### src/sv/cfir_pkg.sv
// Shared types and constants for the complex FIR filter unit.
// Used by cfir_cell and complex_fir_filter_unit; depends on nothing.
`default_nettype none

package cfir_pkg;

  localparam int SAMPLE_W   = 16;
  localparam int COEF_W     = 18;
  localparam int COEF_IDX_W = 6;
  localparam int OUT_W      = 24;
  localparam int PROD_W     = SAMPLE_W + COEF_W;

  localparam int OUT_MAX = 8388607;
  localparam int OUT_MIN = -8388608;

  // item kind codes
  localparam logic KIND_SAMPLE = 1'b0;
  localparam logic KIND_COEF   = 1'b1;

  typedef struct packed {
    logic signed [SAMPLE_W-1:0] q;
    logic signed [SAMPLE_W-1:0] i;
  } sample_t;

  typedef struct packed {
    logic                     shift;
    logic                     coef_wr;
    logic signed [COEF_W-1:0] coef;
  } cell_ctrl_t;

endpackage

`default_nettype wire

### src/sv/cfir_cell.sv
// One tap of the filter chain: delay stage, tap weight, product and partial sums.
// Depends on cfir_pkg for the sample and control types.
`default_nettype none

module cfir_cell #(
  parameter int ACC_W = 41
) (
  input  wire                         clk_i,
  input  wire                         rst_ni,
  input  wire  cfir_pkg::cell_ctrl_t  ctrl_i,
  input  wire  cfir_pkg::sample_t     samp_i,
  output cfir_pkg::sample_t           samp_o,
  input  wire  signed [ACC_W-1:0]     sum_i_i,
  input  wire  signed [ACC_W-1:0]     sum_q_i,
  output logic signed [ACC_W-1:0]     sum_i_o,
  output logic signed [ACC_W-1:0]     sum_q_o
);

  cfir_pkg::sample_t                     samp_q;
  logic signed [cfir_pkg::COEF_W-1:0]    weight_q;
  logic signed [cfir_pkg::PROD_W-1:0]    prod_i_d, prod_q_d;
  logic signed [cfir_pkg::PROD_W-1:0]    prod_i_q, prod_q_q;
  logic signed [ACC_W-1:0]               acc_i_q, acc_q_q;

  always_ff @(posedge clk_i or negedge rst_ni) begin
    if (!rst_ni) begin
      samp_q   <= '0;
      weight_q <= '0;
    end else begin
      if (ctrl_i.shift) begin
        samp_q <= samp_i;
      end
      if (ctrl_i.coef_wr) begin
        weight_q <= ctrl_i.coef;
      end
    end
  end

  assign prod_i_d = weight_q * samp_q.i;
  assign prod_q_d = weight_q * samp_q.q;

  // products and partial sums run freely; the controller picks the settled sum
  always_ff @(posedge clk_i) begin
    prod_i_q <= prod_i_d;
    prod_q_q <= prod_q_d;
    acc_i_q  <= sum_i_i + ACC_W'(prod_i_q);
    acc_q_q  <= sum_q_i + ACC_W'(prod_q_q);
  end

  assign samp_o  = samp_q;
  assign sum_i_o = acc_i_q;
  assign sum_q_o = acc_q_q;

endmodule

`default_nettype wire

### config.mk
export PLATFORM = sky130hd
export DESIGN_NAME = cfir_cell
export DESIGN_NICKNAME = d
export VERILOG_FILES = /design/src/sv/cfir_pkg.sv /design/src/sv/cfir_cell.sv
export SDC_FILE = /design/constraint.sdc
export NUM_CORES = 2
export LEC_CHECK = 0
export BUFFER_PORTS_ARGS = -buffer_cell sky130_fd_sc_hd__buf_4
export CORE_ASPECT_RATIO = 2
export CORE_UTILIZATION = 60
export CTS_BUF_LIST = sky130_fd_sc_hd__clkbuf_4 sky130_fd_sc_hd__clkbuf_8
export CTS_CLUSTER_SIZE = 8
export DETAILED_ROUTE_END_ITERATION = 10
export GPL_ROUTABILITY_DRIVEN = 0
export PLACE_DENSITY = 0.8
export REMOVE_ABC_BUFFERS = 1
export SETUP_SLACK_MARGIN = 0.3
export SLEW_MARGIN = 20
export SYNTH_ARGS = -nofsm -noshare
export SYNTH_HDL_FRONTEND = slang
export SYNTH_SLANG_ARGS = --single-unit
### constraint.sdc
create_clock -name clk_i -period 19.3 [get_ports clk_i]
set_clock_uncertainty 0.2 [all_clocks]
set_input_delay 0.965 -clock clk_i [delete_from_list [all_inputs] [get_ports clk_i]]
set_output_delay 0.965 -clock clk_i [all_outputs]
set_load 0.02 [all_outputs]
==> out/metrics.yaml <==
grt_usage_pct: 29.3
ctsResizeCount: 0
min_period_over_period_pct: 37.8
drc_errors: 0
final-setup-viol-count: 0
ff2ff_setup_slack_ns: 12.00
wl_um: 71300
relSlewSlack_pct: 22.7
worst-setup-path-type: "reg2reg"
ys_async_sr_fraction_pct: 25.0
nets: 4370
hp-class: "in2async"
avgRoutedWirePerCell_um: 17.5
ctsHoldBuffers: 0
numCtsBuffers: 17
path_max_fanout: 33
multi_input_area_um2: 23200
post-synth-top-count-cell: "inv_1"
fp.dieH_um: 321
cts-root-buf: "clkbuf_8"
die_w_um: 161
antenna_found_initial: 2
fmax_mhz: 137
critPathRequiredTime_ns: 19.51
clkLatencyLatePin_ns: 0.55
dp_hpwl_um: 56900
grt_pass1_wl_um: 118000
reg2reg_depth: 20
grt_pass1_vias: 24900
portBuffers: 249
netlist_top_cells_count: "690 x inv_1, 582 x fa_1, 337 x nand2_1"
synth_top_flop_cell: "dfxtp_1"
core_um2: 50100
synthCells: 3239
synth-edff-count: 0
end_kind: "flop"
yosysTopAreaCell: "fa_1"
layout-drive-gt1-share_pct: 10.6
die_area_um2: 51700
setup_tns_ns: 0
worst_pin_slew_ns: 1.16
reg2reg_from: "weight_q[4]"
max-clock-path-buffers: 2
status: "completed"
ys_warn_count: 0
vias: 22900
area_growth_pct: 8.90
synthTopCellsByArea: "fa_1 38%, ha_1 10%, dfxtp_1 9.9%, inv_1 8.5%, and2_1 5.6%"
maxCapViolCount: 0
dr.pass1.iters: 6
final_max_slew_viol_count: 0
arrival_ns: 7.51
clk_pin_slew_ns: 0.14
grt_remaining_overflow: 0
ys_types: 66
post_cts_buffers: 0
ctsHtreeMaxLevel: 4
row_count: 116
seq_area_um2: 4260
finalHoldViolCount: 0
initial_core_util_pct: 60.9
fillers: 3946
grt_start_max_net_pins: 51
seq_area_frac_synth_pct: 14.0
tritoncts: "done"
worst_setup_path_start_kind: "flop"
synth_area_um2: 30500
rsz0062_at_grt: "no"
pin_count: 250
synth_top_area_share_pct: 38.2
ys_ff_latch: 200
numClockSinks: 200
viasPerCell: 5.63
syn_area_per_cell_um2: 9.41
initialDrtViolationCount: 1300
ant_nets: 0
fin_crit_ns: 7.30
worstReg2RegEnd: "prod_i_q[32]"
==> worst max path at each step <==
stage / from / end / slack, ns / depth (start not counted)
2_1_floorplan: weight_q[7] / prod_i_q[32] / 12.90 / 21
3_3_place_gp: weight_q[7] / prod_i_q[32] / 12.17 / 21
3_5_place_dp: weight_q[5] / prod_i_q[32] / 12.01 / 20
4_1_cts: weight_q[7] / prod_i_q[32] / 11.93 / 21
5_1_grt: weight_q[8] / prod_i_q[32] / 11.50 / 21
6_report: weight_q[4] / prod_i_q[32] / 12.00 / 20
==> cell type report <==
type / instances / area share [%]
multi-input combinational: 2228 / 69.8
sequential: 200 / 12.8
inverter: 690 / 7.80
timing repair buffer: 263 / 5.95
tap: 649 / 2.45
clock buffer: 17 / 0.705
clock inverter: 14 / 0.449
antenna: 1 / 0.00754
==> logic make-up (layout without fill, tap and decap cells) <==
group / after synthesis / count (layout) / share of synthesized area [%]
AND/OR/NAND/NOR: 811 / 811 / 13.0
XOR/XNOR: 145 / 145 / 4.17
AO/OA/AOI/OAI: 390 / 390 / 8.47
multiplexers: 48 / 48 / 1.77
other: 0 / 1 / 0
buffers and inverters: 811 / 984 / 10.0
adder cells (fa/ha/maj): 834 / 834 / 48.6
flip-flops: 200 / 200 / 14.0
==> layout by cell type (no fill, tap or decap), types with 36 or more instances in the layout <==
cell,netlist,layout
a21oi_1,129,129
dfxtp_1,150,150
xnor2_1,109,109
nor2_1,86,86
buf_4,0,263
ha_1,252,252
o21ai_0,60,60
a21o_1,52,52
xor2_1,36,36
fa_1,582,582
nand2_1,337,337
inv_1,690,690
and2_1,273,273
mux2_2,48,48
dfrtp_1,50,48
==> per-stage QoR <==
stage	std cells	hold WS (ns)	worst slack [ns]	utilization, %	instance area [µm²]
after global placement	4030	0.230	12.17	65.5	32800
after CTS	4061	0.231	11.93	66.3	33200
after detailed placement	4030	0.239	12.01	65.5	32800
final	4062	0.225	12.00	66.3	33200
after floorplan	3118	0.220	12.90	-	30000
after global routing	4062	0.275	11.50	66.3	33200
==> state kept, by name, summed over array words and instances, names as in the netlist <==
name      cells
sum_i_o      41
sum_q_o      41
prod_i_q     34
prod_q_q     34
samp_o       32
weight_q     18
==> worst max-delay path: stages (launching register included) <==
cell and delay, ns:
dfrtp_1 1.13, nand2_1 0.15, fa_1 0.54, inv_1 0.06, fa_1 0.56, fa_1 0.45, fa_1 0.50, fa_1 0.51
inv_1 0.05, fa_1 0.47, inv_1 0.04, ha_1 0.32, a21oi_1 0.21, a21boi_0 0.12, a311oi_1 0.29, o21ai_2 0.14
a41oi_1 0.39, o31ai_2 0.18, a2111oi_0 0.55, or4b_1 0.20, o2111ai_1 0.10
==> layer usage <==
metal,global-route usage (%),wire length (µm),vias to the layer above
li1,-,-,10200
met1,31.3,24100,11500
met2,53.5,38800,862
met3,3.83,3880,286
met4,18.7,4500,0
met5,0,0,-
Power is left out: the tool's default activity adds up to more than one toggle a clock period on the data nets, which glitch-free logic cannot reach.
